**config.mk**
```make
export PLATFORM = sky130hd
export DESIGN_NAME = epm_front
export DESIGN_NICKNAME = d
export VERILOG_FILES = /design/src/rtl/epm_pkg.sv /design/src/rtl/epm_front.sv
export SDC_FILE = /design/constraint.sdc
export NUM_CORES = 1
export LEC_CHECK = 0
export BUFFER_PORTS_ARGS = -buffer_cell sky130_fd_sc_hd__buf_2
export CAP_MARGIN = 20
export CORE_MARGIN = 2
export CORE_UTILIZATION = 45
export DETAILED_ROUTE_END_ITERATION = 10
export PLACE_DENSITY = 0.65
export SYNTH_ARGS = -nofsm -noshare
export SYNTH_HDL_FRONTEND = slang
export SYNTH_SLANG_ARGS = --single-unit
```
**constraint.sdc**
```tcl
create_clock -name clk -period 5.3 [get_ports clk]
set_clock_uncertainty 0.2 [all_clocks]
set_input_delay 0.795 -clock clk [delete_from_list [all_inputs] [get_ports clk]]
set_output_delay 0.795 -clock clk [all_outputs]
set_load 0.005 [all_outputs]
```
**src/rtl/epm_pkg.sv**
```systemverilog
// ----------------------------------------------------------------------------
// epm_pkg
// Shared types, codes and constants of the entropy pool mixer.
// ----------------------------------------------------------------------------
package epm_pkg;

  localparam int CHANNELS_DEF   = 8;
  localparam int POOL_BYTES_DEF = 256;
  localparam int QUEUE_DEPTH    = 4;
  localparam int DIGEST_LEN     = 32;

  localparam int CMD_W    = 2;
  localparam int CH_W     = 3;
  localparam int BYTE_W   = 8;
  localparam int REQ_W    = 9;
  localparam int WORD_W   = 32;
  localparam int NB_W     = 3;
  localparam int SEED_W   = 2;
  localparam int INTV_W   = 20;
  localparam int TICK_W   = 21;
  localparam int CFG_AW   = 1;
  localparam int CFG_DW   = 20;
  localparam int BLK_W    = 256;

  localparam logic [CMD_W-1:0] CMD_MIX     = 2'd0;
  localparam logic [CMD_W-1:0] CMD_EXTRACT = 2'd1;
  localparam logic [CMD_W-1:0] CMD_TICK    = 2'd2;
  localparam logic [CMD_W-1:0] CMD_STIR    = 2'd3;

  localparam logic [CFG_AW-1:0] CFG_STIR_INTERVAL = 1'b0;
  localparam logic [CFG_AW-1:0] CFG_SEED_CHANNEL  = 1'b1;

  localparam logic [SEED_W-1:0] SEED_FULL    = 2'd0;
  localparam logic [SEED_W-1:0] SEED_EMPTY   = 2'd1;
  localparam logic [SEED_W-1:0] SEED_PARTIAL = 2'd2;

  localparam logic [INTV_W-1:0] INTV_RESET = 20'd1000;

  typedef struct packed {
    logic [CMD_W-1:0]  cmd;
    logic [CH_W-1:0]   channel;
    logic [BYTE_W-1:0] data_byte;
    logic [REQ_W-1:0]  request_size;
  } epm_in_t;

  typedef struct packed {
    logic [WORD_W-1:0] out_word;
    logic [NB_W-1:0]   out_bytes;
    logic              last;
    logic              stir_ready;
    logic [SEED_W-1:0] seed_status;
  } epm_out_t;

  typedef enum logic [2:0] {
    K_MIX,
    K_SKIP,
    K_EXTRACT,
    K_TICK,
    K_STIR
  } epm_kind_t;

  typedef struct packed {
    epm_kind_t         kind;
    logic [CH_W-1:0]   channel;
    logic [BYTE_W-1:0] data_byte;
    logic [REQ_W-1:0]  request_size;
    logic [REQ_W-1:0]  ext_size;
  } epm_op_t;

  typedef struct packed {
    logic    valid;
    epm_op_t op;
  } epm_head_t;

  typedef enum logic [3:0] {
    ST_CLEAR,
    ST_IDLE,
    ST_MIX_WR,
    ST_LOAD,
    ST_HASH,
    ST_WB,
    ST_TRD,
    ST_TCP,
    ST_MXW,
    ST_OFETCH,
    ST_OCAP,
    ST_OSTAT
  } epm_state_t;

  localparam logic [31:0] SHA_K [64] = '{
    32'h428a2f98, 32'h71374491, 32'hb5c0fbcf, 32'he9b5dba5,
    32'h3956c25b, 32'h59f111f1, 32'h923f82a4, 32'hab1c5ed5,
    32'hd807aa98, 32'h12835b01, 32'h243185be, 32'h550c7dc3,
    32'h72be5d74, 32'h80deb1fe, 32'h9bdc06a7, 32'hc19bf174,
    32'he49b69c1, 32'hefbe4786, 32'h0fc19dc6, 32'h240ca1cc,
    32'h2de92c6f, 32'h4a7484aa, 32'h5cb0a9dc, 32'h76f988da,
    32'h983e5152, 32'ha831c66d, 32'hb00327c8, 32'hbf597fc7,
    32'hc6e00bf3, 32'hd5a79147, 32'h06ca6351, 32'h14292967,
    32'h27b70a85, 32'h2e1b2138, 32'h4d2c6dfc, 32'h53380d13,
    32'h650a7354, 32'h766a0abb, 32'h81c2c92e, 32'h92722c85,
    32'ha2bfe8a1, 32'ha81a664b, 32'hc24b8b70, 32'hc76c51a3,
    32'hd192e819, 32'hd6990624, 32'hf40e3585, 32'h106aa070,
    32'h19a4c116, 32'h1e376c08, 32'h2748774c, 32'h34b0bcb5,
    32'h391c0cb3, 32'h4ed8aa4a, 32'h5b9cca4f, 32'h682e6ff3,
    32'h748f82ee, 32'h78a5636f, 32'h84c87814, 32'h8cc70208,
    32'h90befffa, 32'ha4506ceb, 32'hbef9a3f7, 32'hc67178f2
  };

  localparam logic [31:0] SHA_H0 [8] = '{
    32'h6a09e667, 32'hbb67ae85, 32'h3c6ef372, 32'ha54ff53a,
    32'h510e527f, 32'h9b05688c, 32'h1f83d9ab, 32'h5be0cd19
  };

endpackage

```
**src/rtl/epm_front.sv**
```systemverilog
// ----------------------------------------------------------------------------
// epm_front
// Accepts input words, decodes them into operations and queues them.
// ----------------------------------------------------------------------------
module epm_front
  import epm_pkg::*;
#(
  parameter int CHANNELS   = CHANNELS_DEF,
  parameter int POOL_BYTES = POOL_BYTES_DEF
) (
  input  logic      clk,
  input  logic      rst_n,
  input  logic      in_valid,
  output logic      in_ready,
  input  epm_in_t   in_data,
  input  logic      hold,
  output epm_head_t head,
  input  logic      pop
);

  localparam int QAW = $clog2(QUEUE_DEPTH);

  epm_op_t        q_r [QUEUE_DEPTH];
  logic [QAW-1:0] wp_r, wp_nxt, rp_r, rp_nxt;
  logic [QAW:0]   cnt_r, cnt_nxt;
  epm_op_t        dec;
  logic           push;

  always_comb begin
    dec.channel      = in_data.channel;
    dec.data_byte    = in_data.data_byte;
    dec.request_size = in_data.request_size;
    dec.ext_size     = (32'(in_data.request_size) > POOL_BYTES) ?
                       REQ_W'(POOL_BYTES) : in_data.request_size;
    unique case (in_data.cmd)
      CMD_MIX:     dec.kind = (32'(in_data.channel) < CHANNELS) ? K_MIX : K_SKIP;
      CMD_EXTRACT: dec.kind = K_EXTRACT;
      CMD_TICK:    dec.kind = K_TICK;
      CMD_STIR:    dec.kind = K_STIR;
      default:     dec.kind = K_SKIP;
    endcase
  end

  assign in_ready = (32'(cnt_r) < QUEUE_DEPTH) && !hold;
  assign push     = in_valid && in_ready;

  always_comb begin
    wp_nxt  = push ? wp_r + 1'b1 : wp_r;
    rp_nxt  = pop ? rp_r + 1'b1 : rp_r;
    cnt_nxt = cnt_r + {{QAW{1'b0}}, push} - {{QAW{1'b0}}, pop};
  end

  always_ff @(posedge clk) begin
    if (!rst_n) begin
      wp_r  <= '0;
      rp_r  <= '0;
      cnt_r <= '0;
    end else begin
      wp_r  <= wp_nxt;
      rp_r  <= rp_nxt;
      cnt_r <= cnt_nxt;
    end
  end

  always_ff @(posedge clk) begin
    if (push) begin
      q_r[wp_r] <= dec;
    end
  end

  assign head.valid = (cnt_r != '0);
  assign head.op    = q_r[rp_r];

endmodule

```
==> impl_metrics.tcl <==
set metrics [dict create \
    floorplan.die.width_um 112 \
    clk_latency_worst_skew_pair_ns 0.40 \
    place_ws_ns 2.30 \
    worstRegToRegCells 8 \
    grt_antenna_before_repair 0 \
    gp_congestion 0.675 \
    max_clock_freq_ghz 0.307 \
    min-delay-start "wp_r[1]$_SDFFE_PN0P_" \
    maximum_number_of_pins_on_one_net_before_global_route_repair 33 \
    setup_violations 0 \
    syn_area_sq_um 5210 \
    globalRouteOverflowTotal 0 \
    areaGrowthSynthToFinish_pct 19.0 \
    p_leak_nw 2.14 \
    via_count 2298 \
    synth-async-reset-ratio 0 \
    grt_pass1_vias 2534 \
    critical_path.top_delay_family "flip-flops" \
    cts_buffer_depth 2 \
    vias_cell 5.05 \
    synthFlopType "sky130_fd_sc_hd__edfxtp_1" \
    period_share 0.614 \
    max_slew.worst_pin.slew_ns 0.901 \
    synthesis.yosys.warnings 0 \
    cts_resized 0 \
    timing.critical_path.to_type "primary output" \
    power.ir.vdd_worst_mv 0.180 \
    drt_first_iter_violations 135 \
    antenna-diode-count 0 \
    synth_top_area_cell "sky130_fd_sc_hd__edfxtp_1" \
    groute.usage.overall 0.148 \
    dr.pass1.iters 4 \
    holdPathStages 2 \
    postCtsSetupRepairBufs 0 \
    cts-hold-fix-buffers 0 \
    number_of_buffers_added_by_the_clock_tree_synthesis_step 17 \
    cts_tree "yes" \
    biggest_fanout_along_the_worst_timing_path 17 \
    number_of_enable_flip_flop_cells_after_synthesis 128 \
    path_buf_inv 2 \
    filler_cell_count 873 \
    post-dp-hpwl_um 4870 \
    timing_worst_setup_path_type "reg2out" \
    timing.critical_path.cells "buf_4 > mux4_2 > buf_2" \
    netlist_instances 226 \
    core_area_sq_um 11400 \
    cts.clk_slew.worst_paths_ns 0.06 \
    design.final.nets 335 \
    wl_um 8450 \
    synth_fp_nets 262 \
    grt_pass1_wl_um 13700 \
    synth.area.top_cells "sky130_fd_sc_hd__edfxtp_1 74%, sky130_fd_sc_hd__mux4_2 13%, sky130_fd_sc_hd__dfxtp_1 3.5%" \
    synth_seq_area_share 0.772 \
    clock_tree.root_cell "sky130_fd_sc_hd__clkbuf_16" \
    synth.ff_latch_count 137 \
    cpMaxStageDelayCell "sky130_fd_sc_hd__dfxtp_2" \
    regToRegSetupSlack_ns 2.92 \
    timing.critical_path.from_type "flip-flop" \
    layout.cells.most_common "sky130_fd_sc_hd__edfxtp_1" \
    route.detailed.wl_per_inst_um 18.6 \
    syn_area_per_cell_sq_um 23.1 \
    layout.cells.most_common_list "128 x sky130_fd_sc_hd__edfxtp_1, 60 x sky130_fd_sc_hd__buf_2, 30 x sky130_fd_sc_hd__mux4_2" \
    detail-route-antenna-nets 0 \
    hold_viol 0 \
    finalNonFillerCells 455 \
    worst_hold_path_class "reg2reg" \
    die_area_sq_um 12500 \
    initial_utilization 0.458 \
    power-per-cell-area_nw_per_um2 422 \
    die_height_um 112 \
    post_synth_num_cell_types 24 \
    cts.htree.levels 4 \
    outcome "complete, no violations" \
    final_critical_path_setup_slack_ns 2.05 \
    fin_tns_setup_ns 0 \
    final_layout_size_suffix_gt1_frac 0.417 \
    final.min_clock_period_ns 3.25 \
    timing.final.max_slew_violations 0 \
    cts_sinks 137 \
    r2r_end "cnt_r[2]$_SDFF_PN0_" \
    drc 0 \
    drv.max_cap_violation_count 0 \
    timing.slew.headroom 0.399 \
    timing.critical_path.arrival_ns 2.26 \
    worst_hold_path.endpoint "wp_r[1]$_SDFFE_PN0P_" \
    rsz0062_at_grt "no" \
    critPathMaxStageDelay_ns 0.71 \
    num_rows 39 \
    io_pins 61 \
    yosysTopAreaCellShare 0.738 \
    cell_count_after_placement 423 \
    crit-reg2reg-launch "cnt_r[2]$_SDFF_PN0_" \
    port_buffers 60 \
    timing.critical_path.required_ns 4.30 \
]
## through the flow
step,utilization,total power [mW],hold WS (ns),area (sq um)
after floorplan,-,1.43,0.268,5210
after global placement,0.494,1.51,0.284,5620
after detailed placement,0.494,1.52,0.302,5620
after CTS,0.546,2.65,0.310,6200
after global routing,0.546,2.73,0.347,6200
final,0.546,2.62,0.304,6200
## synth_stat cells (2+ instances only)
cell and number:
sky130_fd_sc_hd__inv_1 9, sky130_fd_sc_hd__dfxtp_1 9, sky130_fd_sc_hd__mux4_1 2, sky130_fd_sc_hd__ha_1 8
sky130_fd_sc_hd__buf_12 3, sky130_fd_sc_hd__and2_1 6, sky130_fd_sc_hd__nand2_1 3, sky130_fd_sc_hd__buf_2 3
sky130_fd_sc_hd__nor2_1 4, sky130_fd_sc_hd__mux2i_1 2, sky130_fd_sc_hd__edfxtp_1 128, sky130_fd_sc_hd__mux4_2 30
sky130_fd_sc_hd__nor2b_1 8
## report_power, final
part	leakage, nW	total (mW)	internal, mW	switching [mW]
logic	0.621	0.223	0.120	0.103
registers	1.24	1.26	1.24	0.0235
clock network	0.282	1.13	0.714	0.420
total	2.14	2.62	2.07	0.546
## worst register-to-register path: cells and delay by family (launching register included)
kind                     cells  cell delay, ns
adder cells (fa/ha/maj)      3            0.85
AND/OR/NAND/NOR              2            0.46
XOR/XNOR                     1            0.35
flip-flops                   1            0.34
buffers and inverters        2            0.13
## logic make-up (layout without fill, tap and decap cells)
family / count (synthesis) / count (layout) / synth area share
AND/OR/NAND/NOR: 25 / 25 / 0.0281
buffers and inverters: 17 / 103 / 0.0238
flip-flops: 137 / 137 / 0.772
multiplexers: 34 / 34 / 0.144
adder cells (fa/ha/maj): 9 / 9 / 0.0231
XOR/XNOR: 2 / 2 / 0.00624
AO/OA/AOI/OAI: 2 / 2 / 0.00288
## worst max-delay path by stage
stage              start                  end  depth (start not counted)
2_1_floorplan       hold  cnt_r[2]$_SDFF_PN0_                          8
3_3_place_gp        hold  cnt_r[2]$_SDFF_PN0_                          9
3_5_place_dp        hold  cnt_r[2]$_SDFF_PN0_                          9
4_1_cts        flip-flop              head[2]                          3
5_1_grt        flip-flop              head[2]                          3
6_report       flip-flop              head[2]                          3
## per-layer routing
metal  wire length, um  vias to the layer above  track usage
met1              3550                     1163        0.191
met2              4320                       64        0.234
li1                  -                     1065            -
met4                93                        0       0.0543
met5                 0                        -            0
met3               493                        6       0.0550
## registers in the layout, summed over array words and instances (netlist names), named ones only
name	cells
rp_r	2
q_r	128
cnt_r	3
wp_r	2
## layout make-up
class	instances	area, sq um	share of cell area
clock buffer	20	457	0.0736
clock inverter	12	125	0.0202
inverter	9	33.8	0.00545
multi-input combinational	72	1070	0.172
sequential	137	4030	0.649
tap	143	179	0.0288
timing repair buffer	62	315	0.0508
Note: power is estimated with default switching activity, not from simulation.
